File: config.mk
export PLATFORM = sky130hd
export DESIGN_NAME = rvt_cmdq
export DESIGN_NICKNAME = d
export VERILOG_FILES = /design/src/design/rvt_pkg.sv /design/src/design/rvt_cmdq.sv
export SDC_FILE = /design/constraint.sdc
export NUM_CORES = 1
export LEC_CHECK = 0
export BUFFER_PORTS_ARGS = -buffer_cell sky130_fd_sc_hd__buf_4
export CORE_MARGIN = 1
export CORE_UTILIZATION = 47
export CTS_CLUSTER_SIZE = 16
export DETAILED_ROUTE_END_ITERATION = 10
export GPL_TIMING_DRIVEN = 0
export PLACE_DENSITY_LB_ADDON = 0.3
export SLEW_MARGIN = 20
export SYNTH_ARGS = -nofsm -noshare
export SYNTH_HDL_FRONTEND = slang
export SYNTH_SLANG_ARGS = --single-unit
File: constraint.sdc
create_clock -name clk -period 3.17 [get_ports clk]
set_clock_uncertainty 0.15 [all_clocks]
set_input_delay 0 -clock clk [delete_from_list [all_inputs] [get_ports clk]]
set_output_delay 0 -clock clk [all_outputs]
set_load 0.01 [all_outputs]
File: src/design/rvt_pkg.sv
// Shared types and constants of the radius visibility tracker.
// No dependencies.
`default_nettype none

package rvt_pkg;

  localparam int MAX_SPHERES = 32;
  localparam int IDX_W       = $clog2(MAX_SPHERES);
  localparam int CNT_W       = $clog2(MAX_SPHERES + 1);
  localparam int OUT_IDX_W   = 5;

  localparam int COORD_W  = 24;
  localparam int DIFF_W   = COORD_W + 1;
  localparam int SQ_W     = 2 * DIFF_W;
  localparam int SUM_W    = SQ_W + 2;
  localparam int RADIUS_W = 16;
  localparam int R2_W     = 2 * RADIUS_W;

  localparam logic [RADIUS_W-1:0] RADIUS_RST = 16'd461;

  localparam logic OP_LOAD = 1'b0;
  localparam logic OP_POS  = 1'b1;

  localparam int CQ_DEPTH = 2;
  localparam int CQ_PTR_W = 1;
  localparam int CQ_CNT_W = 2;
  localparam int OQ_DEPTH = 4;
  localparam int OQ_PTR_W = 2;
  localparam int OQ_CNT_W = 3;

  typedef enum logic [1:0] {
    EV_ENTER = 2'd0,
    EV_LEFT  = 2'd1,
    EV_DONE  = 2'd2
  } event_t;

  // Command from the front end to the walk engine.
  typedef struct packed {
    logic               wr_en;
    logic               pass_en;
    logic               walk;
    logic               set_pos;
    logic [IDX_W-1:0]   idx;
    logic [CNT_W-1:0]   cnt;
    logic [COORD_W-1:0] x;
    logic [COORD_W-1:0] y;
    logic [COORD_W-1:0] z;
  } cmd_t;

  typedef struct packed {
    event_t               ev;
    logic [OUT_IDX_W-1:0] idx;
    logic [COORD_W-1:0]   x;
    logic [COORD_W-1:0]   y;
    logic [COORD_W-1:0]   z;
    logic                 last;
  } result_t;

endpackage

`default_nettype wire

File: src/design/rvt_cmdq.sv
// Two-entry command queue between the front end and the walk engine.
// Depends on rvt_pkg.
`default_nettype none

module rvt_cmdq (
  input  wire logic          clk,
  input  wire logic          rst_n,
  input  wire logic          wr_en,
  input  wire rvt_pkg::cmd_t wr_data,
  input  wire logic          rd_en,
  output rvt_pkg::cmd_t      rd_data,
  output logic               full,
  output logic               empty
);
  import rvt_pkg::*;

  cmd_t                entries_r [CQ_DEPTH];
  logic [CQ_PTR_W-1:0] wr_ptr_r, rd_ptr_r;
  logic [CQ_CNT_W-1:0] cnt_r;
  logic                do_wr, do_rd;

  assign full    = (cnt_r == CQ_CNT_W'(CQ_DEPTH));
  assign empty   = (cnt_r == '0);
  assign do_wr   = wr_en && !full;
  assign do_rd   = rd_en && !empty;
  assign rd_data = entries_r[rd_ptr_r];

  always_ff @(posedge clk) begin
    if (do_wr) begin
      entries_r[wr_ptr_r] <= wr_data;
    end
  end

  always_ff @(posedge clk) begin
    if (!rst_n) begin
      wr_ptr_r <= '0;
      rd_ptr_r <= '0;
      cnt_r    <= '0;
    end else begin
      if (do_wr) begin
        wr_ptr_r <= wr_ptr_r + 1'b1;
      end
      if (do_rd) begin
        rd_ptr_r <= rd_ptr_r + 1'b1;
      end
      case ({do_wr, do_rd})
        2'b10:   cnt_r <= cnt_r + 1'b1;
        2'b01:   cnt_r <= cnt_r - 1'b1;
        default: cnt_r <= cnt_r;
      endcase
    end
  end

endmodule

`default_nettype wire

==> summary.txt, run 1 <==
STATUS
---------------------------------------------------------------------------------
Status ............................................................. finished clean

POWER
---------------------------------------------------------------------------------
Combinational share of power .......................................        0.285
Fraction of power spent switching nets .............................       0.2519
Reported leakage power .............................................     3.663 nW
Net switching power ................................................     1.858 mW
Clk pwr share ......................................................        0.299
PD cells ........................................................... 762.7 mW/mm²
Maximum ir drop on the vdd rail ....................................  0.0006212 V
Register share of total power ......................................        0.416
Cell internal pwr ..................................................     5.519 mW

CTS
---------------------------------------------------------------------------------
Clock Tree Buf Depth ...............................................            2
Post CTS Setup Buffer Count ........................................            0
CTS H-Tree Depth ...................................................            4
Clock buffer count from CTS ........................................           17
Clock Tree Root ....................................................    clkbuf_16
Number of clock sinks ..............................................          179
Clock-pin transition on the worst setup and hold timing paths ......      0.06 ns
TritonCTS clock tree ...............................................        built
Post-CTS resize count ..............................................            0
Skew-Pair Late Insertion Delay .....................................      0.42 ns

PLACED DESIGN
---------------------------------------------------------------------------------
Placement-stage worst setup slack ..................................    0.8874 ns
Detailed Place HPWL ................................................      7639 µm
Number of I/O port buffers .........................................          179
GP Congestion ......................................................       0.7135

GLOBAL ROUTE
---------------------------------------------------------------------------------
GRT Residual Overflow ..............................................            0
Total global-route track usage .....................................       0.1852
Via count of the first global-routing pass .........................         4038
Antenna violations before repair ...................................            0
First-pass GRT wire length .........................................     19760 µm
Pin count of the biggest net entering global routing ...............           45

DIE
---------------------------------------------------------------------------------
Initial Util .......................................................       0.4858
Die outline area ...................................................  0.01433 mm²
Core box area ......................................................  0.01340 mm²
Number of top-level pins ...........................................          180
Number of placement rows ...........................................           42
Die Span X .........................................................     119.7 µm
Die Span Y .........................................................     119.7 µm

ROUTE
---------------------------------------------------------------------------------
Violation count after the first detailed-route iteration ...........          236
Detailed-route wire length .........................................     12640 µm
Remaining antenna violation count after routing ....................            0
Via count ..........................................................         3713
Iteration count of the initial detailed-routing pass ...............            4
Remaining design rule violation count ..............................            0
Routed wire per std cell ...........................................     16.29 µm
Avg Vias per Cell ..................................................        4.785

TIMING
---------------------------------------------------------------------------------
Slew margin rel. ...................................................       0.5622
Unrepaired setup endpoints after global routing ....................           no
Final setup violating endpoints ....................................            0
Number of hold violations in the final report ......................            0
Ratio of final minimum period to clock period ......................       0.7162
Tightest Pin Transition ............................................    0.6554 ns
Peak Freq ..........................................................    440.5 MHz
Min cycle time layout ..............................................     2.270 ns
Final Max Tran Viols ...............................................            0
Final total negative setup slack ...................................         0 ns
Setup ws final .....................................................    0.8996 ns

RUN
---------------------------------------------------------------------------------
Maximum Capacitance Violations .....................................            0

CRITICAL PATH
---------------------------------------------------------------------------------
Worst setup path category ..........................................      reg2reg
Source of the worst register-to-register timing path ...............     cnt_r[0]
Endpoint required time on the critical path ........................      3.14 ns
Critical path startpoint category ..................................         flop
Arrival time at the worst endpoint .................................      2.24 ns
Crit path launch ...................................................     cnt_r[0]
Cell chain of the critical path .................................... nand2b_2 > inv_2 > or3_1 > clkinvlp_4 > buf_12
Number of buffer and inverter instances along the worst setup path .            3
Maximum fanout encountered on the critical timing path .............           31
Peak per-stage delay on the critical path ..........................      0.49 ns
Critical-path cell with the highest stage delay ....................   clkinvlp_4
Worst setup EP type ................................................         flop
Top Family by Delay on Critical Path ............................... buffers and inverters

YOSYS
---------------------------------------------------------------------------------
Top FF cell, synth .................................................     edfxtp_1
Area share of xor/xnor cells in the synthesized design .............     0.004036
Post-synth top cells ............................................... edfxtp_1, mux2_2, buf_2
Top cell type by total area after synthesis ........................     edfxtp_1
Most repeated cell in the gate-level netlist after synthesis .......     edfxtp_1
Dominant combinational cell family by area after synthesis ......... multiplexers
Mux contribution to synthesized area ...............................       0.1505
Top post-synthesis cells by area ................................... edfxtp_1, mux2_2, dfxtp_1, buf_2, buf_6
Async SR Flop Fraction .............................................            0
Cell count after synthesis .........................................          297
Distinct cell type count after synthesis ...........................           19
Mean post-synth cell area ..........................................    21.92 µm²
Post-synthesis adder-cell area fraction ............................     0.001922
Net count after synthesis ..........................................          389
Compound-Gate Fraction of Synth Area ...............................     0.004997
Fraction of the mapped netlist area in simple logic gates ..........     0.008264
Cell area after synthesis .......................................... 0.006510 mm²
EDFF count, synth ..................................................          174
Count of state elements after synthesis ............................          179
Yosys warnings .....................................................            0
Area share of the leading cell type in the synthesized netlist .....       0.8026
Seq/Total Area, Yosys ..............................................       0.8180

HOLD PATH
---------------------------------------------------------------------------------
Start point of the worst hold path .................................  wr_data[42]
Type of the most critical hold path ................................       in2reg

CELLS AND AREA
---------------------------------------------------------------------------------
Fraction of final layout cells sized beyond drive strength 1 .......       0.5167
Antenna cells ......................................................            0
Layout overhead on the synthesized area ............................       48.59%
Final net count ....................................................          680

per-stage QoR:
step	util	std cells	cell area [µm²]	hold WS (ns)	power [mW]
after floorplan	-	297	6515	-0.05113	4.196
after global placement	0.6029	652	8079	0.03541	5.065
after detailed placement	0.6082	655	8150	0.03771	5.131
after CTS	0.7218	776	9673	0.1328	7.434
after global routing	0.7218	776	9673	0.1422	7.676
final	0.7218	776	9673	0.1519	7.377
worst paths after layout:
| kind | cells after the start | end | slack (ns) |
|---|---|---|---|
| worst max-delay path | 5 | entries_r[0][57] | 0.90 |
| worst min-delay path | 2 | entries_r[0][42] | 0.15 |
| worst max register to register | 5 | entries_r[0][57] | 0.90 |
| worst min register to register | 2 | wr_ptr_r | 0.34 |
layer usage:
metal,up-vias,part of all wire,GRT usage
met3,20,0.065,0.05751
met4,0,0.016,0.08203
li1,1756,-,-
met5,-,0,0
met1,1797,0.39,0.2029
met2,140,0.53,0.3288
cells in the final DEF (no fill, tap or decap), types with 2 or more instances in the layout:
cell           count
buf_4            179
edfxtp_1         174
dlygate4sd3_1     90
mux2_2            87
clkbuf_16         17
buf_2              7
dfxtp_1            5
bufinv_16          5
buf_6              3
xnor2_1            3
clkinv_2           3
clkbuf_1           3
nor2b_1            2
or3_1              2
clkinvlp_4         2
o21ai_0            2
a21boi_1           2
buf_12             2
what timing repair did:
| item | in CTS | in global routing |
|---|---|---|
| hold endpoints to repair | 179 | 0 |
| endpoints found under the setup margin | 0 | 0 |
| hold buffers | 90 | 0 |
logic make-up after synthesis:
| group | after synthesis |
|---|---|
| flip-flops | 179 |
| AO/OA/AOI/OAI | 5 |
| buffers and inverters | 13 |
| AND/OR/NAND/NOR | 9 |
| adder cells (fa/ha/maj) | 1 |
| XOR/XNOR | 3 |
| multiplexers | 87 |
power groups by stage:
stage	Combinational, mW	Sequential, mW	Clock, mW
global route	2.24	3.10	2.34
finish	2.10	3.07	2.21
floorplan	1.09	3.10	0
global placement	1.94	3.12	0
CTS	2.12	3.07	2.24
detailed placement	2.01	3.12	0
layout make-up:
| type | count | area, µm² |
|---|---|---|
| tap | 176 | 220.2 |
| fill | 832 | 3727 |
| sequential | 179 | 5325 |
| inverter | 3 | 15.01 |
| timing repair buffer | 272 | 2312 |
| multi-input combinational | 105 | 1110 |
| clock inverter | 11 | 185.2 |
| buffer | 10 | 68.82 |
| clock buffer | 20 | 436.7 |
flip-flops by register name, summed over array words and instances (netlist names), named ones only:
register / count
cnt_r: 2
entries_r: 174
rd_ptr_r: 1
wr_ptr_r: 1
Power figures use the tool's default switching activity.
==> run 2, diff against run 1 <==
Clock period 3.17 ns to 2.01 ns, I/O delays scaled along.
==> run 2 against run 1 <==
Net effect: routed wire length rose by 2.4%; clock-buffer cell count fell by 1; first-iteration DRC count rose by 21%; hold slack improved by 0.0054 ns; critical path depth fell by 1; flip-flop and latch count did not move; via count rose by 1.2%; power rose by 54%; sequential power rose by 58%; combinational power rose by 60%; non-clock buffer count rose by 1.
==> summary.txt, run 2 (synthesized netlist as in run 1, its figures left out) <==
CELLS AND AREA
---------------------------------------------------------------------------------
Layout overhead on the synthesized area ............................       48.30%   was 48.59%
Fraction of final layout cells sized beyond drive strength 1 .......       0.5232   was 0.5167
Largest registers in the final layout .............................. entries_r: 174 flops, cnt_r: 2 flops   unchanged
Number of flip-flops in the largest register .......................          174   unchanged
Register name with the most flops ..................................    entries_r   unchanged
Area taken by flip-flops and latches ............................... 0.005326 mm²   was 0.005325 mm²
Area used by multi-input combinational logic ....................... 0.001127 mm²   was 0.001110 mm²
Filler Cells Inserted ..............................................          849   was 832
Core utilization of the finished layout ............................       0.7204   was 0.7218
Antenna cells ......................................................            0   unchanged
Most used cells in the layout excluding fill and tap cells ......... buf_4, edfxtp_1, dlygate4sd3_1   unchanged
Most common cell after layout, fill and taps aside .................        buf_4   unchanged
Final net count ....................................................          683   was 680

POWER
---------------------------------------------------------------------------------
Reported leakage power .............................................     3.641 nW   was 3.663 nW
PD cells ...........................................................  1176 mW/mm²   was 762.7 mW/mm²
Maximum ir drop on the vdd rail ....................................  0.0006864 V   was 0.0006212 V

PLACED DESIGN
---------------------------------------------------------------------------------
Number of I/O port buffers .........................................          179   unchanged
GP Congestion ......................................................       0.6922   was 0.7135
Detailed Place HPWL ................................................      7660 µm   was 7639 µm
Placement-stage worst setup slack ..................................   -0.3776 ns   was 0.8874 ns

GLOBAL ROUTE
---------------------------------------------------------------------------------
Antenna violations before repair ...................................            0   unchanged
Met1 GRT Util ......................................................       0.2123   was 0.2029
GR Layer Usage met2 ................................................       0.3400   was 0.3288
Pin count of the biggest net entering global routing ...............           34   was 45
First-pass GRT wire length .........................................     20250 µm   was 19760 µm
Total global-route track usage .....................................       0.1906   was 0.1852
GRT Residual Overflow ..............................................            0   unchanged
Gr busiest metal ...................................................         met2   unchanged
Met3 routing resource usage after global routing ...................      0.05371   was 0.05751
Via count of the first global-routing pass .........................         4071   was 4038

DIE
---------------------------------------------------------------------------------
Number of placement rows ...........................................           42   unchanged
Die outline area ...................................................  0.01433 mm²   unchanged
Number of top-level pins ...........................................          180   unchanged
Die Span Y .........................................................     119.7 µm   unchanged
Core box area ......................................................  0.01340 mm²   unchanged
Initial Util .......................................................       0.4858   unchanged
Die Span X .........................................................     119.7 µm   unchanged

CTS
---------------------------------------------------------------------------------
Clock buffer count from CTS ........................................           17   unchanged
TritonCTS clock tree ...............................................        built   unchanged
Clock-pin transition on the worst setup and hold timing paths ......      0.06 ns   about the same
Skew-Pair Late Insertion Delay .....................................      0.41 ns   was 0.42 ns
Clock Tree Root ....................................................    clkbuf_16   unchanged
Clock Tree Buf Depth ...............................................            2   unchanged
Number of clock sinks ..............................................          179   unchanged
CTS H-Tree Depth ...................................................            4   unchanged

TIMING
---------------------------------------------------------------------------------
Number of hold violations in the final report ......................            0   unchanged
Final Max Tran Viols ...............................................            0   unchanged
Min cycle time layout ..............................................     1.888 ns   was 2.270 ns
Final setup violating endpoints ....................................            0   unchanged
Final total negative setup slack ...................................         0 ns   unchanged
Tightest Pin Transition ............................................    0.6509 ns   was 0.6554 ns
Ratio of final minimum period to clock period ......................       0.9396   was 0.7162
Unrepaired setup endpoints after global routing ....................           no   unchanged
Peak Freq ..........................................................    529.5 MHz   was 440.5 MHz
Slew margin rel. ...................................................       0.5637   was 0.5622
Setup ws final .....................................................    0.1215 ns   was 0.8996 ns

CRITICAL PATH
---------------------------------------------------------------------------------
Worst-case register-to-register setup slack ........................      0.12 ns   was 0.90 ns
Worst setup EP type ................................................         flop   unchanged
Top Family by Delay on Critical Path ............................... simple AND/OR/NAND/NOR gates   was buffers and inverters
Critical path startpoint category ..................................         flop   unchanged
Cell chain of the critical path .................................... nand2b_4 > inv_4 > or3_4 > clkinvlp_2   was nand2b_2 > inv_2 > or3_1 > clkinvlp_4 > buf_12
Endpoint of the lowest-slack register-to-register path ............. entries_r[0][82]   was entries_r[0][57]
Arrival time at the worst endpoint .................................      1.79 ns   was 2.24 ns
Endpoint required time on the critical path ........................      1.92 ns   was 3.14 ns
Peak per-stage delay on the critical path ..........................      0.44 ns   was 0.49 ns
Worst setup path category ..........................................      reg2reg   unchanged
Critical-path cell with the highest stage delay ....................   clkinvlp_2   was clkinvlp_4
Source of the worst register-to-register timing path ...............     cnt_r[0]   unchanged
Worst Reg-to-Reg Cells .............................................            4   was 5
Maximum fanout encountered on the critical timing path .............           14   was 31
Number of buffer and inverter instances along the worst setup path .            2   was 3

ROUTE
---------------------------------------------------------------------------------
Via count ..........................................................         3756   was 3713
Remaining antenna violation count after routing ....................            0   unchanged
Remaining design rule violation count ..............................            0   unchanged
Routed wire per std cell ...........................................     16.60 µm   was 16.29 µm
Detailed-route wire length .........................................     12950 µm   was 12640 µm
Violation count after the first detailed-route iteration ...........          286   was 236
Iteration count of the initial detailed-routing pass ...............            4   unchanged
Avg Vias per Cell ..................................................        4.815   was 4.785

HOLD PATH
---------------------------------------------------------------------------------
Worst hold stages ..................................................            2   unchanged
Start point of the worst hold path .................................   wr_data[5]   was wr_data[42]
Type of the most critical hold path ................................       in2reg   unchanged
Worst min-delay path endpoint ...................................... entries_r[0][5]   was entries_r[0][42]

RUN
---------------------------------------------------------------------------------
Maximum Capacitance Violations .....................................            0   unchanged

STATUS
---------------------------------------------------------------------------------
Status ............................................................. finished clean   unchanged

-- run 2: worst max path at each step --
| stage | depth (start not counted) | endpoint | slack, ns | from |
|---|---|---|---|---|
| 6_report | 4 | entries_r[0][82] | 0.12 | cnt_r[0] |
| 3_3_place_gp | 4 | entries_r[0][59] | -1.19 | cnt_r[1] |
| 2_1_floorplan | 4 | entries_r[0][0] | -0.45 | cnt_r[0] |
| 4_1_cts | 4 | entries_r[1][50] | 0.002 | cnt_r[0] |
| 3_5_place_dp | 6 | entries_r[0][59] | -0.38 | cnt_r[0] |
| 5_1_grt | 4 | entries_r[0][13] | 0.0007 | cnt_r[1] |
-- run 2: final cells by class --
class                      count  share of cell area
clock inverter                13             0.01400
tap                          176             0.02281
buffer                        10            0.008035
multi-input combinational    106              0.1168
timing repair inverter         1           0.0005184
sequential                   179              0.5517
clock buffer                  19             0.04484
timing repair buffer         273              0.2395
inverter                       3            0.001814
-- run 2: power breakdown --
group	internal, mW	total [mW]	switching, mW
clock	1.83	3.16	1.33
combinational	1.83	3.35	1.52
sequential	4.71	4.84	0.132
-- run 2: through the flow --
stage          total power, mW  hold slack [ns]  std cells  area, µm²
4_1_cts                  11.46           0.1358        780       9661
2_1_floorplan            6.641         -0.05113        297       6529
3_3_place_gp             8.020          0.03476        652       8093
5_1_grt                  11.86           0.1415        780       9654
3_5_place_dp             8.120          0.03759        656       8177
6_report                 11.36           0.1572        780       9654
-- run 2: routing by layer --
metal  share of wire  vias up
li1                -     1759
met1            0.38     1855
met2            0.54      124
met3           0.060       18
met4           0.018        0
met5               0        -
-- run 2: repair_timing --
action                                 4_1_cts  5_1_grt
pin swaps                                    1        1
setup endpoints to repair                   96       90
cloned                                       1        1
hold buffers                                90        0
resized for setup                            1        2
endpoints found under the hold margin      179        0
setup buffers                                1        0
