File: src/design/rvt_pkg.sv
// Shared types and constants of the radius visibility tracker.
// No dependencies.
`default_nettype none

package rvt_pkg;

  localparam int MAX_SPHERES = 32;
  localparam int IDX_W       = $clog2(MAX_SPHERES);
  localparam int CNT_W       = $clog2(MAX_SPHERES + 1);
  localparam int OUT_IDX_W   = 5;

  localparam int COORD_W  = 24;
  localparam int DIFF_W   = COORD_W + 1;
  localparam int SQ_W     = 2 * DIFF_W;
  localparam int SUM_W    = SQ_W + 2;
  localparam int RADIUS_W = 16;
  localparam int R2_W     = 2 * RADIUS_W;

  localparam logic [RADIUS_W-1:0] RADIUS_RST = 16'd461;

  localparam logic OP_LOAD = 1'b0;
  localparam logic OP_POS  = 1'b1;

  localparam int CQ_DEPTH = 2;
  localparam int CQ_PTR_W = 1;
  localparam int CQ_CNT_W = 2;
  localparam int OQ_DEPTH = 4;
  localparam int OQ_PTR_W = 2;
  localparam int OQ_CNT_W = 3;

  typedef enum logic [1:0] {
    EV_ENTER = 2'd0,
    EV_LEFT  = 2'd1,
    EV_DONE  = 2'd2
  } event_t;

  // Command from the front end to the walk engine.
  typedef struct packed {
    logic               wr_en;
    logic               pass_en;
    logic               walk;
    logic               set_pos;
    logic [IDX_W-1:0]   idx;
    logic [CNT_W-1:0]   cnt;
    logic [COORD_W-1:0] x;
    logic [COORD_W-1:0] y;
    logic [COORD_W-1:0] z;
  } cmd_t;

  typedef struct packed {
    event_t               ev;
    logic [OUT_IDX_W-1:0] idx;
    logic [COORD_W-1:0]   x;
    logic [COORD_W-1:0]   y;
    logic [COORD_W-1:0]   z;
    logic                 last;
  } result_t;

endpackage

`default_nettype wire

File: src/design/rvt_front.sv
// Front end: accepts input transactions and turns them into walk commands.
// Depends on rvt_pkg.
`default_nettype none

module rvt_front (
  input  wire logic                        clk,
  input  wire logic                        rst_n,
  input  wire logic                        push,
  input  wire logic                        full,
  input  wire logic                        in_op,
  input  wire logic [rvt_pkg::COORD_W-1:0] in_x_coord,
  input  wire logic [rvt_pkg::COORD_W-1:0] in_y_coord,
  input  wire logic [rvt_pkg::COORD_W-1:0] in_z_coord,
  input  wire logic                        in_last_center,
  output logic                             cq_push,
  output rvt_pkg::cmd_t                    cq_data
);
  import rvt_pkg::*;

  logic [CNT_W-1:0] count_r, count_nxt;
  logic             loaded_r, loaded_nxt;
  logic             has_pos_r, has_pos_nxt;
  logic             accept;

  assign accept = push && !full;

  always_comb begin
    count_nxt   = count_r;
    loaded_nxt  = loaded_r;
    has_pos_nxt = has_pos_r;
    cq_data     = '0;
    cq_data.x   = in_x_coord;
    cq_data.y   = in_y_coord;
    cq_data.z   = in_z_coord;
    cq_push     = 1'b0;
    if (accept) begin
      if (in_op == OP_POS) begin
        has_pos_nxt     = 1'b1;
        cq_data.set_pos = 1'b1;
        cq_data.pass_en = 1'b1;
        cq_data.walk    = loaded_r;
        cq_data.cnt     = count_r;
        cq_push         = 1'b1;
      end else if (!loaded_r) begin
        // drop centers once the table is full
        if (count_r < CNT_W'(MAX_SPHERES)) begin
          cq_data.wr_en = 1'b1;
          cq_data.idx   = count_r[IDX_W-1:0];
          count_nxt     = count_r + 1'b1;
        end
        if (in_last_center) begin
          loaded_nxt      = 1'b1;
          cq_data.pass_en = has_pos_r;
          cq_data.walk    = 1'b1;
          cq_data.cnt     = count_nxt;
        end
        cq_push = cq_data.wr_en || cq_data.pass_en;
      end
    end
  end

  always_ff @(posedge clk) begin
    if (!rst_n) begin
      count_r   <= '0;
      loaded_r  <= 1'b0;
      has_pos_r <= 1'b0;
    end else begin
      count_r   <= count_nxt;
      loaded_r  <= loaded_nxt;
      has_pos_r <= has_pos_nxt;
    end
  end

endmodule

`default_nettype wire

File: config.mk
export PLATFORM = sky130hd
export DESIGN_NAME = rvt_front
export DESIGN_NICKNAME = d
export VERILOG_FILES = /design/src/design/rvt_pkg.sv /design/src/design/rvt_front.sv
export SDC_FILE = /design/constraint.sdc
export NUM_CORES = 1
export LEC_CHECK = 0
export ABC_AREA = 1
export BUFFER_PORTS_ARGS = -buffer_cell sky130_fd_sc_hd__buf_2
export CORE_MARGIN = 4
export CORE_UTILIZATION = 30
export CTS_CLUSTER_DIAMETER = 80
export DETAILED_ROUTE_END_ITERATION = 6
export PLACE_DENSITY = 0.89
export SETUP_SLACK_MARGIN = 0.15
export SKIP_CTS_REPAIR_TIMING = 1
export SLEW_MARGIN = 20
export SYNTH_ARGS = -nofsm -noshare
export SYNTH_HDL_FRONTEND = slang
export SYNTH_SLANG_ARGS = --single-unit
File: constraint.sdc
create_clock -name clk -period 1.4 [get_ports clk]
set_input_delay 0.21 -clock clk [delete_from_list [all_inputs] [get_ports clk]]
set_output_delay 0.21 -clock clk [all_outputs]
set_load 0.02 [all_outputs]
==> results of run 1 <==
## through the flow
step | cell area, µm² | instances | setup slack [ns]
global route | 1000 | 169 | -0.215
floorplan | 1130 | 162 | 0.157
global placement | 783 | 161 | 0.0301
CTS | 825 | 164 | -0.218
detailed placement | 783 | 161 | 0.0385
finish | 1000 | 169 | -0.156
## worst paths after layout
path	endpoint	slack (ns)	startpoint	cells after the start
max	cq_data[73]	-0.16	count_r[0]	6
min	has_pos_r	0.24	rst_n	2
max reg2reg	count_r[0]	0.33	loaded_r	7
min reg2reg	has_pos_r	0.48	has_pos_r	1
## cells in the final DEF, fill, tap and decap left out, drive strengths merged
master	instances
nor2	14
nand2	18
nand3	9
o21ai	6
nand4	2
a21oi	10
dfxtp	8
ha	2
inv	17
buf	31
o21a	1
o22ai	2
clkbuf	3
## registers in the layout (all words and copies together), names as in the netlist
name       count
count_r        6
loaded_r       1
has_pos_r      1
## report_power, final
part           internal (W)  total [W]  leakage, nW  switching [W]
Sequential         0.000234   0.000238       0.0667     0.00000456
Clock              0.000187   0.000290       0.0216       0.000103
Combinational     0.0000500   0.000124        0.348      0.0000744
## metal layers
metal | track usage | up-vias | share of wire | wire, µm
li1 | - | 356 | - | -
met1 | 0.0866 | 366 | 0.33 | 817
met2 | 0.146 | 46 | 0.48 | 1180
met3 | 0.0648 | 27 | 0.12 | 288
met4 | 0.102 | 0 | 0.063 | 154
met5 | 0 | - | 0 | 0
## worst register-to-register path: cells and delay by family, from the launching register on
kind                   cells  cell delay [ns]
and+or+nand+nor            2             0.20
AOI/OAI and AO/OA          2             0.18
buffers and inverters      3             0.24
DFF                        1             0.32
## Yosys cell counts
cell and count:
sky130_fd_sc_hd__a21oi_1 10, sky130_fd_sc_hd__buf_4 72, sky130_fd_sc_hd__buf_6 1, sky130_fd_sc_hd__dfxtp_1 8, sky130_fd_sc_hd__ha_1 2, sky130_fd_sc_hd__inv_1 12
sky130_fd_sc_hd__inv_2 4, sky130_fd_sc_hd__inv_4 1, sky130_fd_sc_hd__nand2_1 16, sky130_fd_sc_hd__nand2_2 1, sky130_fd_sc_hd__nand2_4 1, sky130_fd_sc_hd__nand3_1 9
sky130_fd_sc_hd__nand4_1 2, sky130_fd_sc_hd__nor2_1 12, sky130_fd_sc_hd__nor2_4 1, sky130_fd_sc_hd__nor2_8 1, sky130_fd_sc_hd__o21a_1 1, sky130_fd_sc_hd__o21ai_0 2
sky130_fd_sc_hd__o21ai_1 4, sky130_fd_sc_hd__o22ai_1 2
## logic make-up after synthesis
| logic type | share of synthesized area |
|---|---|
| AO/OA/AOI/OAI | 0.0898 |
| adder cells (fa/ha/maj) | 0.0224 |
| buffers and inverters | 0.554 |
| flip-flops | 0.144 |
| AND/OR/NAND/NOR | 0.190 |
## final cells by class
class	count	area, µm²	share of cell area
well taps	46	57.6	0.0575
clock buffers	3	41.3	0.0413
inverters	17	71.3	0.0713
flip-flops and latches	8	165	0.165
multi-input cells	64	430	0.430
repair buffers	31	235	0.235
==> impl_summary.txt, run 1 <==
----------------------------------------------------
[Run status]
  Outcome ... finished with violations
  Failing checks ... setup timing

[STA]
  Count of final hold-check violations ... 0
  Worst Clk Skew ... 0.00839 ns
  Slew of the pin with the lowest slew margin ... 0.230 ns
  Final period demand of the worst path ... 1.56 ns
  Final count of negative-setup-slack endpoints ... 12
  Maximum clock frequency ... 0.643 GHz
  Share of the cycle needed by the critical path after routing ... 1.11
  Final Slew Violations ... 0
  TNS Setup ... -1.03 ns
  Setup repair after global routing missed its margin ... true
  Final setup margin ... -0.156 ns
  Hold_ws ... 0.238 ns
  Max-slew headroom ... 0.847

[Synth]
  Sequential share of the synthesized area ... 0.144
  Syn avg cell area ... 6.88 µm²
  Nets in the synthesized netlist ... 242
  Total of warnings raised by yosys ... 0
  Count of different cell masters after synthesis ... 20
  Synth Cell Area ... 0.00111 mm²
  Instance count of the mapped netlist ... 162
  Register bit count reported by yosys ... 8
  Dominant cell type by area after synthesis ... sky130_fd_sc_hd__buf_4
  Biggest area contributors in the synthesized netlist ... sky130_fd_sc_hd__buf_4, sky130_fd_sc_hd__dfxtp_1, sky130_fd_sc_hd__nand2_1
  Area share of the leading cell type in the synthesized netlist ... 0.485

[Placed design]
  Count of buffers inserted at the top-level ports ... 21
  Half-perimeter wire length of the detailed placement result ... 1760 µm
  GPL Wtd Cong ... 0.886

[Routing]
  Routed wire length ... 2440 µm
  Detailed-route via count ... 795
  Antenna-violating nets left ... 0
  Drc violations ... 0
  Via count normalized by instance count ... 4.70
  Initial DRC count ... 19
  TritonRoute pass-1 iters ... 4
  Post-DR wirelength/cell ... 14.4 µm

[Power]
  Pwr dens ... 653 mW/mm²
  Reported leakage power ... 0.436 nW
  Total power ... 0.000653 W
  Largest vdd supply drop ... 0.231 mV

[Final layout]
  Core utilization of the finished layout ... 0.289
  Filler Cells Inserted ... 378
  Layout cells sized above 1 ... 0.528
  Area Overhead vs Synth ... -10.2%
  Number of antenna cells inserted ... 0
  Net count, final ... 205

[Setup path]
  Kind of start point of the critical path ... flop
  Library cell contributing the largest single delay on the critical path ... sky130_fd_sc_hd__dfxtp_2
  Crit path largest cell delay ... 0.34 ns
  Cell chain of the critical path ... ha_4 > nor2_1 > a21oi_1 > nand2_1 > o22ai_2 > buf_6
  Startpoint-to-endpoint class of the critical path ... reg2out
  Cell family contributing the most delay on the critical path ... flip-flops
  Top fanout value on the critical path ... 4
  Buffers plus inverters on the worst setup path ... 1
  CP required ... 1.19 ns
  Setup crit end kind ... primary output
  CP Data Arrival Time ... 1.35 ns

[GRT]
  Largest net degree at the start of global routing ... 9
  Via count of the first global-routing pass ... 759
  Aggregate global-route resource usage ... 0.0988
  Number of antenna violations at the first check in global routing ... 0
  First-pass GRT wire length ... 3420 µm
  Aggregate global routing overflow ... 0

[Clock network]
  Number of buffers created by CTS ... 3
  Number of buffers between clock root and the deepest sink ... 2
  Cell chosen for the clock root ... sky130_fd_sc_hd__clkbuf_8
  Clock input transition at the sequential cells of the worst setup and hold paths ... 0.05 ns
  Num Clock Sinks ... 8
  Clock Latency Late Sink ... 0.24 ns
  TritonCTS clock tree ... built
  CTS H-tree depth ... 1

[Floorplan]
  Core Rows ... 21
  Die area ... 0.00476 mm²
  Standard cell core area ... 0.00347 mm²
  Die X ... 69.0 µm
  Top-level port count ... 166
  Die extent in y ... 69.0 µm
  Initial Util ... 0.321

[Flow run]
  Max-capacitance violation count ... 0

[Worst hold path]
  Hold Crit Class ... in2reg

----------------------------------------------------
Note: power is estimated with default switching activity, not from simulation.
==> run 2: changes to the inputs <==
--- a/config.mk
+++ b/config.mk
@@ -11,6 +11,7 @@
 export CORE_UTILIZATION = 30
 export CTS_CLUSTER_DIAMETER = 80
 export DETAILED_ROUTE_END_ITERATION = 6
+export GPL_TIMING_DRIVEN = 0
 export PLACE_DENSITY = 0.89
 export SETUP_SLACK_MARGIN = 0.15
 export SKIP_CTS_REPAIR_TIMING = 1
==> run 2 against run 1 <==
Compared with the run above:
- the run still ends with setup timing left
- clock skew down 0.0011 ns
- sequential share of layout area down 7.6 points
- sequential cell count unchanged
- combinational power rose to 4.2 times the previous value
- via count up 66%
- clock power down 3%
- critical endpoint is now cq_data[74]
- highest routed layer unchanged
==> impl_summary.txt, run 2 (synthesis results as in run 1) <==
----------------------------------------------------
[Run status]
  Outcome ... finished with violations (unchanged)
  Failing checks ... setup timing (unchanged)

[Routing]
  Post-DR wirelength/cell ... 12.2 µm (was 14.4 µm)
  Via count normalized by instance count ... 4.27 (was 4.70)
  Detailed-route via count ... 1320 (was 795)
  Routed wire length ... 3760 µm (was 2440 µm)
  Drc violations ... 0 (unchanged)
  Antenna-violating nets left ... 0 (unchanged)
  Initial DRC count ... 22 (was 19)
  TritonRoute pass-1 iters ... 4 (unchanged)

[STA]
  Setup repair after global routing missed its margin ... true (unchanged)
  Final count of negative-setup-slack endpoints ... 12 (unchanged)
  Share of the cycle needed by the critical path after routing ... 1.15 (was 1.11)
  Max-slew headroom ... 0.851 (was 0.847)
  Final period demand of the worst path ... 1.62 ns (was 1.56 ns)
  Final Slew Violations ... 0 (unchanged)
  Maximum clock frequency ... 0.619 GHz (was 0.643 GHz)
  Final setup margin ... -0.216 ns (was -0.156 ns)
  TNS Setup ... -1.32 ns (was -1.03 ns)
  Slew of the pin with the lowest slew margin ... 0.221 ns (was 0.230 ns)
  Worst Clk Skew ... 0.00730 ns (was 0.00839 ns)
  Count of final hold-check violations ... 0 (unchanged)
  Hold_ws ... 0.234 ns (was 0.238 ns)

[Setup path]
  CP required ... 1.19 ns (about the same)
  Setup crit end kind ... primary output (unchanged)
  Library cell contributing the largest single delay on the critical path ... sky130_fd_sc_hd__dfxtp_4 (was sky130_fd_sc_hd__dfxtp_2)
  Crit path largest cell delay ... 0.37 ns (was 0.34 ns)
  Kind of start point of the critical path ... flop (unchanged)
  Startpoint-to-endpoint class of the critical path ... reg2out (unchanged)
  Cell chain of the critical path ... ha_4 > inv_1 > o21ai_0 > nand3_1 > o22ai_2 > buf_6 (was ha_4 > nor2_1 > a21oi_1 > nand2_1 > o22ai_2 > buf_6)
  CP Data Arrival Time ... 1.41 ns (was 1.35 ns)
  Top fanout value on the critical path ... 5 (was 4)

[Clock network]
  Num Clock Sinks ... 8 (unchanged)
  Number of buffers created by CTS ... 3 (unchanged)
  Clock Latency Late Sink ... 0.23 ns (was 0.24 ns)
  Cell chosen for the clock root ... sky130_fd_sc_hd__clkbuf_8 (unchanged)
  CTS H-tree depth ... 1 (unchanged)
  TritonCTS clock tree ... built (unchanged)
  Number of buffers between clock root and the deepest sink ... 2 (unchanged)
  Clock input transition at the sequential cells of the worst setup and hold paths ... 0.05 ns (about the same)

[Power]
  Switching part of the total ... 0.360 (was 0.279)
  Pwr dens ... 535 mW/mm² (was 653 mW/mm²)
  Net Switching ... 0.000373 W (was 0.000182 W)
  Largest vdd supply drop ... 0.237 mV (was 0.231 mV)
  Clock network fraction of total power ... 0.271 (was 0.445)
  Total power ... 0.00104 W (was 0.000653 W)
  Proportion of power drawn by combinational gates ... 0.500 (was 0.190)
  Reported leakage power ... 1.06 nW (was 0.436 nW)
  Part of the total power dissipated in sequential elements ... 0.228 (was 0.365)
  Int Pwr ... 0.000664 W (was 0.000471 W)

[Final layout]
  Area Overhead vs Synth ... 73.8% (was -10.2%)
  Top Registers ... count_r (6), has_pos_r (1), loaded_r (1) (unchanged)
  Number of antenna cells inserted ... 0 (unchanged)
  Most common cell after layout, fill and taps aside ... sky130_fd_sc_hd__buf_4 (was sky130_fd_sc_hd__nand2_1)
  Layout cells sized above 1 ... 0.806 (was 0.528)
  Leading cell types in the layout, fill and taps excluded ... sky130_fd_sc_hd__buf_4, sky130_fd_sc_hd__buf_2, sky130_fd_sc_hd__nand2_1 (was sky130_fd_sc_hd__nand2_1, sky130_fd_sc_hd__buf_4, sky130_fd_sc_hd__buf_2)
  Flip-flop count of the largest register, all copies and words added ... 6 (unchanged)
  Net count, final ... 345 (was 205)
  Largest register by flop count ... count_r (unchanged)

[Floorplan]
  Standard cell core area ... 0.00347 mm² (unchanged)
  Die extent in y ... 69.0 µm (unchanged)
  Die area ... 0.00476 mm² (unchanged)
  Core Rows ... 21 (unchanged)
  Die X ... 69.0 µm (unchanged)
  Initial Util ... 0.321 (unchanged)
  Top-level port count ... 166 (unchanged)

[Flow run]
  Max-capacitance violation count ... 0 (unchanged)

[GRT]
  Aggregate global-route resource usage ... 0.121 (was 0.0988)
  Number of antenna violations at the first check in global routing ... 0 (unchanged)
  Largest net degree at the start of global routing ... 9 (unchanged)
  Via count of the first global-routing pass ... 1025 (was 759)
  First-pass GRT wire length ... 4350 µm (was 3420 µm)
  Aggregate global routing overflow ... 0 (unchanged)

[Worst hold path]
  Hold Crit Class ... in2reg (unchanged)

[Placed design]
  GPL Wtd Cong ... 0.836 (was 0.886)
  Half-perimeter wire length of the detailed placement result ... 3050 µm (was 1760 µm)
  Count of buffers inserted at the top-level ports ... 93 (was 21)

----------------------------------------------------
[run 2: cell count changes in the layout (fill, tap and decap cells not counted), moves of 2 or more]
cell / previous run / this run
sky130_fd_sc_hd__buf_4: 12 / 81
sky130_fd_sc_hd__buf_2: 11 / 78
sky130_fd_sc_hd__nand2_1: 16 / 12
sky130_fd_sc_hd__nand2_2: 0 / 4
sky130_fd_sc_hd__buf_6: 8 / 11
sky130_fd_sc_hd__inv_2: 5 / 2
sky130_fd_sc_hd__dfxtp_1: 4 / 2
sky130_fd_sc_hd__dfxtp_4: 0 / 2
sky130_fd_sc_hd__inv_4: 1 / 3
sky130_fd_sc_hd__nor2_1: 9 / 7
[run 2: stage by stage]
| step | instance area [µm²] | utilization | std cells | worst slack [ns] |
|---|---|---|---|---|
| 2_1_floorplan | 1130 | - | 162 | 0.157 |
| 3_3_place_gp | 1660 | 0.478 | 301 | 0.0457 |
| 3_5_place_dp | 1660 | 0.478 | 301 | 0.0246 |
| 4_1_cts | 1700 | 0.490 | 304 | -0.218 |
| 5_1_grt | 1940 | 0.559 | 309 | -0.264 |
| 6_report | 1940 | 0.559 | 309 | -0.216 |
[run 2: worst max-delay path, delay by kind of cell, from the launching register on]
kind | cells | cell delay (ns)
flip-flops | 1 | 0.37
AO/OA/AOI/OAI | 2 | 0.33
buffers and inverters | 2 | 0.19
AND/OR/NAND/NOR | 1 | 0.15
adder cells (fa/ha/maj) | 1 | 0.14
[run 2: final timing paths]
path / cells after the start / endpoint / slack [ns] / from
worst max-delay path: 6 / cq_data[74] / -0.22 / count_r[1]
worst min-delay path: 2 / has_pos_r / 0.23 / rst_n
worst max register to register: 5 / count_r[2] / 0.28 / count_r[1]
worst min register to register: 1 / has_pos_r / 0.48 / has_pos_r
[run 2: power groups by stage]
stage          sequential [W]  combinational, W  clock [W]
5_1_grt              0.000237          0.000557   0.000299
2_1_floorplan        0.000241          0.000361          0
4_1_cts              0.000238          0.000487   0.000279
6_report             0.000237          0.000519   0.000281
3_5_place_dp         0.000241          0.000486          0
3_3_place_gp         0.000241          0.000480          0
[run 2: routing by layer]
layer | up-vias | wire length (µm) | global-route usage
li1 | 638 | - | -
met4 | 0 | 34 | 0.0487
met5 | - | 0 | 0
met3 | 4 | 508 | 0.0340
met1 | 579 | 1050 | 0.116
met2 | 99 | 2170 | 0.238
[run 2: layout make-up]
cell class / instances / area (µm²)
inverters: 17 / 78.8
plain buffers: 73 / 556
multi-input cells: 64 / 450
well taps: 46 / 57.6
flip-flops and latches: 8 / 173
repair buffers: 98 / 582
fillers: 318 / 1530
clock buffers: 3 / 41.3
