`src/design/rvt_pkg.sv`:
```
// Shared types and constants of the radius visibility tracker.
// No dependencies.
`default_nettype none

package rvt_pkg;

  localparam int MAX_SPHERES = 32;
  localparam int IDX_W       = $clog2(MAX_SPHERES);
  localparam int CNT_W       = $clog2(MAX_SPHERES + 1);
  localparam int OUT_IDX_W   = 5;

  localparam int COORD_W  = 24;
  localparam int DIFF_W   = COORD_W + 1;
  localparam int SQ_W     = 2 * DIFF_W;
  localparam int SUM_W    = SQ_W + 2;
  localparam int RADIUS_W = 16;
  localparam int R2_W     = 2 * RADIUS_W;

  localparam logic [RADIUS_W-1:0] RADIUS_RST = 16'd461;

  localparam logic OP_LOAD = 1'b0;
  localparam logic OP_POS  = 1'b1;

  localparam int CQ_DEPTH = 2;
  localparam int CQ_PTR_W = 1;
  localparam int CQ_CNT_W = 2;
  localparam int OQ_DEPTH = 4;
  localparam int OQ_PTR_W = 2;
  localparam int OQ_CNT_W = 3;

  typedef enum logic [1:0] {
    EV_ENTER = 2'd0,
    EV_LEFT  = 2'd1,
    EV_DONE  = 2'd2
  } event_t;

  // Command from the front end to the walk engine.
  typedef struct packed {
    logic               wr_en;
    logic               pass_en;
    logic               walk;
    logic               set_pos;
    logic [IDX_W-1:0]   idx;
    logic [CNT_W-1:0]   cnt;
    logic [COORD_W-1:0] x;
    logic [COORD_W-1:0] y;
    logic [COORD_W-1:0] z;
  } cmd_t;

  typedef struct packed {
    event_t               ev;
    logic [OUT_IDX_W-1:0] idx;
    logic [COORD_W-1:0]   x;
    logic [COORD_W-1:0]   y;
    logic [COORD_W-1:0]   z;
    logic                 last;
  } result_t;

endpackage

`default_nettype wire

```
`src/design/rvt_outq.sv`:
```
// Four-entry result queue that drives the result ports.
// Depends on rvt_pkg.
`default_nettype none

module rvt_outq (
  input  wire logic                         clk,
  input  wire logic                         rst_n,
  input  wire logic                         wr_en,
  input  wire rvt_pkg::result_t             wr_data,
  input  wire logic                         rd_en,
  output rvt_pkg::result_t                  rd_data,
  output logic                              empty,
  output logic [rvt_pkg::OQ_CNT_W-1:0]      count
);
  import rvt_pkg::*;

  result_t             entries_r [OQ_DEPTH];
  logic [OQ_PTR_W-1:0] wr_ptr_r, rd_ptr_r;
  logic [OQ_CNT_W-1:0] cnt_r;
  logic                do_wr, do_rd;

  assign empty   = (cnt_r == '0);
  assign count   = cnt_r;
  assign do_wr   = wr_en && (cnt_r != OQ_CNT_W'(OQ_DEPTH));
  assign do_rd   = rd_en && !empty;
  assign rd_data = entries_r[rd_ptr_r];

  always_ff @(posedge clk) begin
    if (do_wr) begin
      entries_r[wr_ptr_r] <= wr_data;
    end
  end

  always_ff @(posedge clk) begin
    if (!rst_n) begin
      wr_ptr_r <= '0;
      rd_ptr_r <= '0;
      cnt_r    <= '0;
    end else begin
      if (do_wr) begin
        wr_ptr_r <= wr_ptr_r + 1'b1;
      end
      if (do_rd) begin
        rd_ptr_r <= rd_ptr_r + 1'b1;
      end
      case ({do_wr, do_rd})
        2'b10:   cnt_r <= cnt_r + 1'b1;
        2'b01:   cnt_r <= cnt_r - 1'b1;
        default: cnt_r <= cnt_r;
      endcase
    end
  end

endmodule

`default_nettype wire

```
`config.mk`:
```
export PLATFORM = sky130hd
export DESIGN_NAME = rvt_outq
export DESIGN_NICKNAME = d
export VERILOG_FILES = /design/src/design/rvt_pkg.sv /design/src/design/rvt_outq.sv
export SDC_FILE = /design/constraint.sdc
export NUM_CORES = 1
export LEC_CHECK = 0
export BUFFER_PORTS_ARGS = -buffer_cell sky130_fd_sc_hd__buf_2
export CAP_MARGIN = 40
export CORE_UTILIZATION = 40
export DETAILED_ROUTE_END_ITERATION = 12
export GPL_ROUTABILITY_DRIVEN = 0
export PLACE_DENSITY = 0.61
export SLEW_MARGIN = 20
export SYNTH_ARGS = -nofsm -noshare
export SYNTH_HDL_FRONTEND = slang
export SYNTH_SLANG_ARGS = --single-unit
```
`constraint.sdc`:
```
create_clock -name clk -period 9.9 [get_ports clk]
set_clock_uncertainty 0.2 [all_clocks]
set_input_delay 1.485 -clock clk [delete_from_list [all_inputs] [get_ports clk]]
set_output_delay 1.485 -clock clk [all_outputs]
set_load 0.02 [all_outputs]
```
==> results of run 1 <==
worst max-delay path: cells and delay by family, from the launching register on:
family,cells,cell delay [ns]
buffers and inverters,2,0.84
flip-flops,1,0.71
multiplexers,1,0.43
through the flow:
stage | instance area [sq um] | utilization | power [mW] | hold slack (ns) | instances
after detailed placement | 13400 | 0.450 | 2.65 | 0.276 | 1018
after global placement | 13300 | 0.447 | 2.60 | 0.270 | 1015
after CTS | 14500 | 0.488 | 3.93 | 0.285 | 1078
after floorplan | 12100 | - | 2.41 | 0.261 | 471
after global routing | 14500 | 0.490 | 4.05 | 0.327 | 1080
final | 14600 | 0.490 | 3.88 | 0.282 | 1081
area by class of cell:
class / instances / share of cell area
antenna: 1 / 0.000172
multi-input combinational: 116 / 0.144
clock buffer: 47 / 0.0662
tap: 390 / 0.0335
sequential: 329 / 0.673
timing repair buffer: 178 / 0.0700
inverter: 7 / 0.00181
clock inverter: 13 / 0.0114
power by group through the flow:
stage / logic [mW] / clock network [mW] / registers [mW]
5_1_grt: 0.946 / 1.36 / 1.74
3_3_place_gp: 0.816 / 0 / 1.79
2_1_floorplan: 0.664 / 0 / 1.74
4_1_cts: 0.885 / 1.31 / 1.74
3_5_place_dp: 0.882 / 0 / 1.76
6_report: 0.874 / 1.28 / 1.73
cells in the final DEF (no fill, tap or decap), types with 3 or more instances in the layout:
cell | netlist | routed
buf_2 | 9 | 167
dfxtp_1 | 9 | 7
ha_1 | 5 | 5
clkbuf_1 | 0 | 10
and2_4 | 0 | 4
inv_1 | 7 | 7
buf_4 | 0 | 6
o21ai_0 | 5 | 5
clkinv_2 | 0 | 3
nand2_1 | 7 | 7
clkinv_1 | 0 | 4
buf_16 | 0 | 5
edfxtp_1 | 320 | 320
clkbuf_16 | 0 | 37
bufinv_16 | 0 | 4
mux4_2 | 80 | 80
path summary, 6_finish.rpt:
kind | start | cells past startpoint | to
hold / removal | rd_ptr_r[0] | 2 | flop
hold reg to reg | rd_ptr_r[0] | 2 | flop
setup reg to reg | count[0] | 4 | entries_r[0][10]
setup / recovery | flop | 3 | rd_data[59]
kinds of logic (layout without fill, tap and decap cells):
family	after synthesis	after routing
adder cells (fa/ha/maj)	6	6
AND/OR/NAND/NOR	18	18
flip-flops	329	329
multiplexers	82	82
XOR/XNOR	2	2
AO/OA/AOI/OAI	8	8
other	0	1
buffers and inverters	26	245
state kept, by name (all words and copies together) (netlist names), named ones only:
signal and count:
wr_ptr_r 2, entries_r 320, count 3, rd_ptr_r 2
layer usage:
metal | GRT usage | vias up | routed length, um
met1 | 0.177 | 2814 | 8750
met5 | 0 | - | 23
met3 | 0.0435 | 41 | 1540
met4 | 0.0460 | 4 | 420
li1 | - | 2402 | -
met2 | 0.248 | 150 | 11200
==> impl_metrics.tcl, run 1 <==
set metrics [dict create \
    synth_simple_gate_area_frac 0.00857 \
    synth-compound-area-share 0.00434 \
    hold_buffers 0 \
    ys_seq_elements 329 \
    ff_latch_area_sq_mm 0.00980 \
    p_comb_frac 0.225 \
    cellLeakagePower_nw 4.86 \
    synthTopCellsByCount "edfxtp_1 (320), mux4_2 (80), buf_2 (9), dfxtp_1 (9), buf_12 (8)" \
    grtUsageTotal 0.145 \
    post_cts_resized 0 \
    drc 0 \
    drv_cap 0 \
    path_cells "buf_4 > mux4_2 > buf_2" \
    synthFlopType "edfxtp_1" \
    critPathLaunchType "flop" \
    drt-initial-drc-count 274 \
    netSwitchingFraction 0.269 \
    routed_via_density 5.01 \
    via_count 5411 \
    rrSetupSlack_ns 7.05 \
    die_h_um 176 \
    period_needed_ns 4.22 \
    die_w_um 176 \
    h-tree-depth 2 \
    setup-tns-final_ns 0 \
    io_pins 168 \
    finalMaxSlewViolations 0 \
    crit_type "reg -> out" \
    synth_fp_nets 561 \
    period_share 0.426 \
    multi_input_area_sq_mm 0.00209 \
    worst_pin_slew_ns 0.721 \
    grt_max_degree 53 \
    synth-warning-count 0 \
    synth_mux_area_frac 0.150 \
    max_freq_mhz 237 \
    grt_setup_unrepaired "false" \
    dp_slack_ns 5.96 \
    drive_gt1_frac 0.452 \
    worstPathArrival_ns 2.54 \
    synth_top_area_frac 0.793 \
    status "complete, no violations" \
    setup_viol 0 \
    cp_slowest_stage_delay_ns 0.71 \
    dr.pass1.iters 4 \
    synth.area.top_cells "edfxtp_1 (79%), mux4_2 (15%), dfxtp_1 (1.5%)" \
    peakVddDrop_mv 0.178 \
    crit_required_ns 8.22 \
    fp.dieArea_sq_mm 0.0310 \
    synth_most_common_cell "edfxtp_1" \
    cts_num_sinks 329 \
    synthCells 471 \
    fin_nets 757 \
    crit_fanout 44 \
    num_rows 63 \
    synth-xor-area-share 0.00145 \
    clk_pin_slew_ns 0.06 \
    internal_power_mw 2.84 \
    synth_adder_area_share 0.00682 \
    hold_viol_final 0 \
    slowest_stage "dfxtp_4" \
    p_per_area_mw_per_mm2 267 \
    clk_path_buf_depth 3 \
    grt_pass1_vias 6038 \
    core_sq_mm 0.0297 \
    io_buffers 167 \
    start_util 0.408 \
    synth_cell_types 22 \
    antenna_left 0 \
    wl_per_cell_um 20.3 \
    grt_antenna_before_repair 4 \
    numCtsBuffers 35 \
    hpwl_um 13400 \
    totalWireLength_um 22000 \
    insertion_delay_ns 0.50 \
    syn_area_sq_mm 0.0121 \
    synth_edf_count 320 \
    area_growth_pct 20.1 \
    p_switching_mw 1.04 \
    cts_tree "yes" \
    p_clk_frac 0.329 \
    synth_top_area_cell "edfxtp_1" \
    overflow 0 \
    cts_root_buf "clkbuf_16" \
    grt_pass1_wl_um 33900 \
    ys_async_sr_fraction 0 \
    synth_top_family_by_area "multiplexers" \
    end_kind "output pin" \
    post_cts_buffers 0 \
    hold_path_class "reg -> reg" \
    syn_area_per_cell_sq_um 25.7 \
    fillers 2397 \
    seqPwrFrac 0.446 \
    ys_seq_area_frac 0.808 \
    slew_headroom 0.519 \
    worst_slack_ns 5.68 \
]
Power figures use the tool's default switching activity.
==> run 2: changes to the inputs <==
--- a/config.mk
+++ b/config.mk
@@ -5,6 +5,7 @@
 export SDC_FILE = /design/constraint.sdc
 export NUM_CORES = 1
 export LEC_CHECK = 0
+export ABC_AREA = 1
 export BUFFER_PORTS_ARGS = -buffer_cell sky130_fd_sc_hd__buf_2
 export CAP_MARGIN = 40
 export CORE_UTILIZATION = 40
==> constraint.sdc (replaced) <==
create_clock -name clk -period 4.2 [get_ports clk]
set_clock_uncertainty 0.2 [all_clocks]
set_input_delay 0.63 -clock clk [delete_from_list [all_inputs] [get_ports clk]]
set_output_delay 0.63 -clock clk [all_outputs]
set_load 0.02 [all_outputs]
==> run 2 against run 1 <==
Highest routed layer unchanged. Final cell count is 32% higher. Clock power is 120% higher. Sequential cell count stayed put. Critical endpoint is now rd_data[60].
==> impl_metrics.tcl, run 2 <==
set metrics [dict create \
    status "complete, no violations" \
    crit_type "reg -> out" \
    start_util 0.411 \
    top_register "entries_r" \
    numCtsBuffers 34 \
    hpwl_um 14200 \
    worst_pin_slew_ns 0.720 \
    synth_cell_types 18 \
    antenna_left 0 \
    slew_headroom 0.520 \
    num_rows 63 \
    post_cts_buffers 0 \
    worstPathArrival_ns 2.53 \
    totalWireLength_um 26000 \
    cellLeakagePower_nw 5.09 \
    grt_max_degree 119 \
    path_cells "buf_4 > o21ai_0 > o22ai_1 > buf_2" \
    layout_common_cells "edfxtp_1 (320), buf_2 (167), nor2_1 (166), o21ai_0 (152), o22ai_1 (80)" \
    drive_gt1_frac 0.229 \
    hold_path_class "in -> reg" \
    synth_top_area_cell "edfxtp_1" \
    fp.dieArea_sq_mm 0.0315 \
    final_common_cell "edfxtp_1" \
    wl_met3_um 1820 \
    synth.area.top_cells "edfxtp_1 (78%), o21ai_0 (6.2%), nor2_1 (5.2%)" \
    finalMaxSlewViolations 0 \
    dr.pass1.iters 5 \
    wl_met2_um 12300 \
    highest_layer "met5" \
    post_cts_resized 0 \
    cts_tree "yes" \
    max_freq_mhz 298 \
    p_per_area_mw_per_mm2 617 \
    synth_most_common_cell "edfxtp_1" \
    stdcell_area_sq_mm 0.0146 \
    setup_viol 0 \
    post-place-cells 1362 \
    worstHoldPathCells 1 \
    die_w_um 177 \
    cp_slowest_stage_delay_ns 0.78 \
    synthFlopType "edfxtp_1" \
    synth_top_area_frac 0.781 \
    grt_pass1_wl_um 38800 \
    fin_cells 1422 \
    whs_ns 0.137 \
    die_h_um 177 \
    clk_pin_slew_ns 0.06 \
    grt_pass1_vias 7025 \
    r2r_cells 12 \
    hold_buffers 0 \
    slowest_stage "dfxtp_2" \
    grt_antenna_before_repair 6 \
    ys_async_sr_fraction 0 \
    fin_nets 1098 \
    synth_edf_count 320 \
    placed_cell_area_sq_mm 0.0135 \
    crit_fanout 46 \
    grtUsageTotal 0.162 \
    clk_path_buf_depth 3 \
    drt-initial-drc-count 458 \
    syn_area_sq_mm 0.0123 \
    wl_per_cell_um 18.3 \
    insertion_delay_ns 0.49 \
    synth-warning-count 0 \
    largest_reg_flops 320 \
    synthTopCellsByCount "edfxtp_1 (320), nor2_1 (170), o21ai_0 (152), o22ai_1 (80), clkbuf_1 (38)" \
    drv_cap 0 \
    crit_required_ns 3.37 \
    area_growth_pct 18.4 \
    critPathLaunchType "flop" \
    core_sq_mm 0.0300 \
    synth_fp_nets 933 \
    wl_met1_um 11400 \
    io_pins 168 \
    overflow 0 \
    ys_seq_elements 329 \
    cts_root_buf "clkbuf_16" \
    drc 0 \
    power.total_mw 8.99 \
    h-tree-depth 2 \
    syn_area_per_cell_sq_um 14.6 \
    peakVddDrop_mv 0.377 \
    synthCells 843 \
    io_buffers 167 \
    routed_via_density 5.17 \
    end_kind "output pin" \
    via_count 7355 \
    hold_viol_final 0 \
    ys_seq_area_frac 0.796 \
    period_needed_ns 3.36 \
    cts_num_sinks 329 \
    period_share 0.800 \
    grt_setup_unrepaired "false" \
]
-- run 2: layer usage --
layer	track usage	up-vias
met2	0.268	206
met3	0.0450	48
met5	0	-
li1	-	3493
met4	0.0406	6
met1	0.209	3602
-- run 2: area by class of cell --
type / count / area (sq um)
antenna: 1 / 2.50
clock buffer: 48 / 955
clock inverter: 11 / 90.1
fill: 2582 / 15400
inverter: 19 / 76.3
multi-input combinational: 443 / 2170
sequential: 329 / 9790
tap: 390 / 488
timing repair buffer: 181 / 998
-- run 2: cell families (layout without fill, tap and decap cells) --
kind of cell | count (synthesis) | count (layout) | share of synthesized area
adder cells (fa/ha/maj) | 6 | 6 | 0.00671
other | 0 | 1 | 0
flip-flops | 329 | 329 | 0.796
buffers and inverters | 71 | 259 | 0.0305
AND/OR/NAND/NOR | 190 | 190 | 0.0585
AO/OA/AOI/OAI | 247 | 247 | 0.109
-- run 2: critical path, delay by kind of cell (launching register included) --
family	cells	cell delay [ns]
buf+inv	2	0.79
compound gates	2	0.42
flops	1	0.78
-- run 2: worst paths after layout --
| kind | slack (ns) | from | endpoint |
|---|---|---|---|
| worst max-delay path | 0.84 | flop | rd_data[60] |
| worst min register to register | 0.31 | wr_ptr_r[1] | wr_ptr_r[1] |
| worst min-delay path | 0.14 | wr_data[62] | entries_r[1][62] |
| worst max register to register | 1.83 | count[1] | count[2] |
-- run 2: where the power goes --
part           switching, mW  leakage (nW)  total, mW  internal, mW
clock network           1.15         0.507       2.80          1.65
registers             0.0824          3.01       3.98          3.90
logic                   1.57          1.57       2.21         0.639
-- run 2: through the flow --
| step | TNS (ns) | utilization | setup slack, ns |
|---|---|---|---|
| 2_1_floorplan | -208.81 | - | -0.653 |
| 3_3_place_gp | 0 | 0.451 | 1.27 |
| 3_5_place_dp | 0 | 0.452 | 1.33 |
| 4_1_cts | 0 | 0.486 | 0.752 |
| 5_1_grt | 0 | 0.486 | 0.645 |
| 6_report | 0 | 0.487 | 0.841 |
==> run 3: changes to the inputs <==
--- a/config.mk
+++ b/config.mk
@@ -11,7 +11,7 @@
 export CORE_UTILIZATION = 40
 export DETAILED_ROUTE_END_ITERATION = 12
 export GPL_ROUTABILITY_DRIVEN = 0
-export PLACE_DENSITY = 0.61
+export PLACE_DENSITY = 0.63
 export SLEW_MARGIN = 20
 export SYNTH_ARGS = -nofsm -noshare
 export SYNTH_HDL_FRONTEND = slang
==> constraint.sdc (replaced) <==
create_clock -name clk -period 2.92 [get_ports clk]
set_clock_uncertainty 0.2 [all_clocks]
set_input_delay 0.438 -clock clk [delete_from_list [all_inputs] [get_ports clk]]
set_output_delay 0.438 -clock clk [all_outputs]
set_load 0.02 [all_outputs]
==> run 3 against run 2 <==
Combinational power increased by 51%. Total power grew 48%. Clock power grew 53%. Critical path depth unchanged. First-iteration DRC count increased by 7.2%. Critical path type unchanged. Highest routed layer unchanged.
==> impl_metrics.tcl, run 3 (synthesized netlist as in run 2, its figures left out) <==
set metrics [dict create \
    status "complete, no violations" \
    grt_antenna_before_repair 2 \
    peakVddDrop_mv 0.559 \
    overflow 0 \
    worstPathArrival_ns 2.10 \
    h-tree-depth 2 \
    routed_via_density 5.09 \
    slowest_stage "buf_4" \
    top_register "entries_r" \
    cp_slowest_stage_delay_ns 0.59 \
    grtUsageTotal 0.170 \
    grt_pass1_wl_um 41000 \
    hpwl_um 14700 \
    antenna_left 0 \
    die_w_um 177 \
    crit_type "reg -> out" \
    fin_nets 1186 \
    final_common_cell "edfxtp_1" \
    rrSetupSlack_ns 0.65 \
    crit_fanout 61 \
    num_rows 63 \
    area_growth_pct 26.6 \
    dp_slack_ns 0.645 \
    seqPwrFrac 0.430 \
    drt-initial-drc-count 491 \
    layout_common_cells "edfxtp_1 (320), buf_2 (167), nor2_1 (166), o21ai_0 (152), dlygate4sd3_1 (81)" \
    hold_viol_final 0 \
    dr.pass1.iters 4 \
    drv_cap 0 \
    finalMaxSlewViolations 0 \
    crit_required_ns 2.28 \
    grt_pass1_vias 7634 \
    end_kind "output pin" \
    critPathLaunchType "flop" \
    final_util 0.520 \
    max_freq_mhz 365 \
    post-place-cells 1367 \
    wl_per_cell_um 17.7 \
    p_comb_frac 0.249 \
    p_switching_mw 4.12 \
    cts_tree "yes" \
    io_pins 168 \
    hold_path_class "in -> reg" \
    largest_reg_flops 320 \
    fin_cells 1510 \
    via_count 7683 \
    grt_max_degree 93 \
    setup_viol 0 \
    slew_headroom 0.522 \
    fp.dieArea_sq_mm 0.0315 \
    period_needed_ns 2.74 \
    whs_ns 0.0388 \
    path_cells "buf_4 > o21ai_0 > o22ai_1 > buf_2" \
    worst_slack_ns 0.179 \
    io_buffers 167 \
    grt_setup_unrepaired "false" \
    clk_pin_slew_ns 0.06 \
    netSwitchingFraction 0.309 \
    totalWireLength_um 26700 \
    die_h_um 177 \
    post_cts_resized 0 \
    cts_root_buf "clkbuf_16" \
    period_share 0.939 \
    insertion_delay_ns 0.50 \
    start_util 0.411 \
    core_sq_mm 0.0300 \
    cellLeakagePower_nw 5.52 \
    clk_path_buf_depth 3 \
    internal_power_mw 9.22 \
    worst_pin_slew_ns 0.717 \
    cts_num_sinks 329 \
    drive_gt1_frac 0.217 \
    p_per_area_mw_per_mm2 857 \
    drc 0 \
    numCtsBuffers 36 \
    p_clk_frac 0.321 \
]
## run 3: cell count changes in the layout (fill, tap and decap cells not counted), moves of 3 or more
| cell | before | now |
|---|---|---|
| buf_4 | 10 | 7 |
| buf_12 | 3 | 12 |
| clkbuf_8 | 3 | 0 |
| clkinv_2 | 4 | 7 |
| dlygate4sd3_1 | 0 | 81 |
## run 3: layer usage
| layer | vias to the layer above | global-route usage | part of all wire |
|---|---|---|---|
| li1 | 3659 | - | - |
| met1 | 3772 | 0.219 | 0.44 |
| met2 | 205 | 0.289 | 0.49 |
| met3 | 45 | 0.0375 | 0.060 |
| met4 | 2 | 0.0449 | 0.017 |
| met5 | - | 0 | 0.00049 |
## run 3: what timing repair did
action / CTS / global route
hold buffers: 81 / 0
endpoints found under the hold margin: 321 / 0
setup buffers: 0 / 0
## run 3: critical path, delay by kind of cell, from the launching register on
family	cells	cell delay, ns
AO/OA/AOI/OAI	2	0.46
flip-flops	1	0.34
buffers and inverters	2	0.80
## run 3: final timing paths
path / from / endpoint / cells past startpoint
setup / recovery: flop / rd_data[69] / 4
hold / removal: wr_en / wr_ptr_r[0] / 3
setup reg to reg: count[1] / count[2] / 12
hold reg to reg: rd_ptr_r[1] / flop / 2
## run 3: power groups by stage
stage / clock, mW / combinational (mW) / sequential, mW
4_1_cts: 4.37 / 3.38 / 5.74
3_3_place_gp: 0 / 3.26 / 5.82
5_1_grt: 4.55 / 3.65 / 5.77
6_report: 4.28 / 3.33 / 5.74
2_1_floorplan: 0 / 2.15 / 5.82
3_5_place_dp: 0 / 3.28 / 5.84
## run 3: area by class of cell
cell class              count  area (sq um)
diodes                      1          2.50
inverters                  19          76.3
clock inverters            16           156
fillers                  2490         14400
multi-input cells         443          2170
well taps                 390           488
repair buffers            267          1940
clock buffers              45           956
flip-flops and latches    329          9790
## run 3: stage by stage
stage	setup TNS (ns)	power, mW	instance area (sq um)
4_1_cts	0	13.5	15600
2_1_floorplan	-202.86	7.97	12300
5_1_grt	0	14.0	15600
3_5_place_dp	0	9.12	13700
6_report	0	13.3	15600
3_3_place_gp	0	9.09	13700
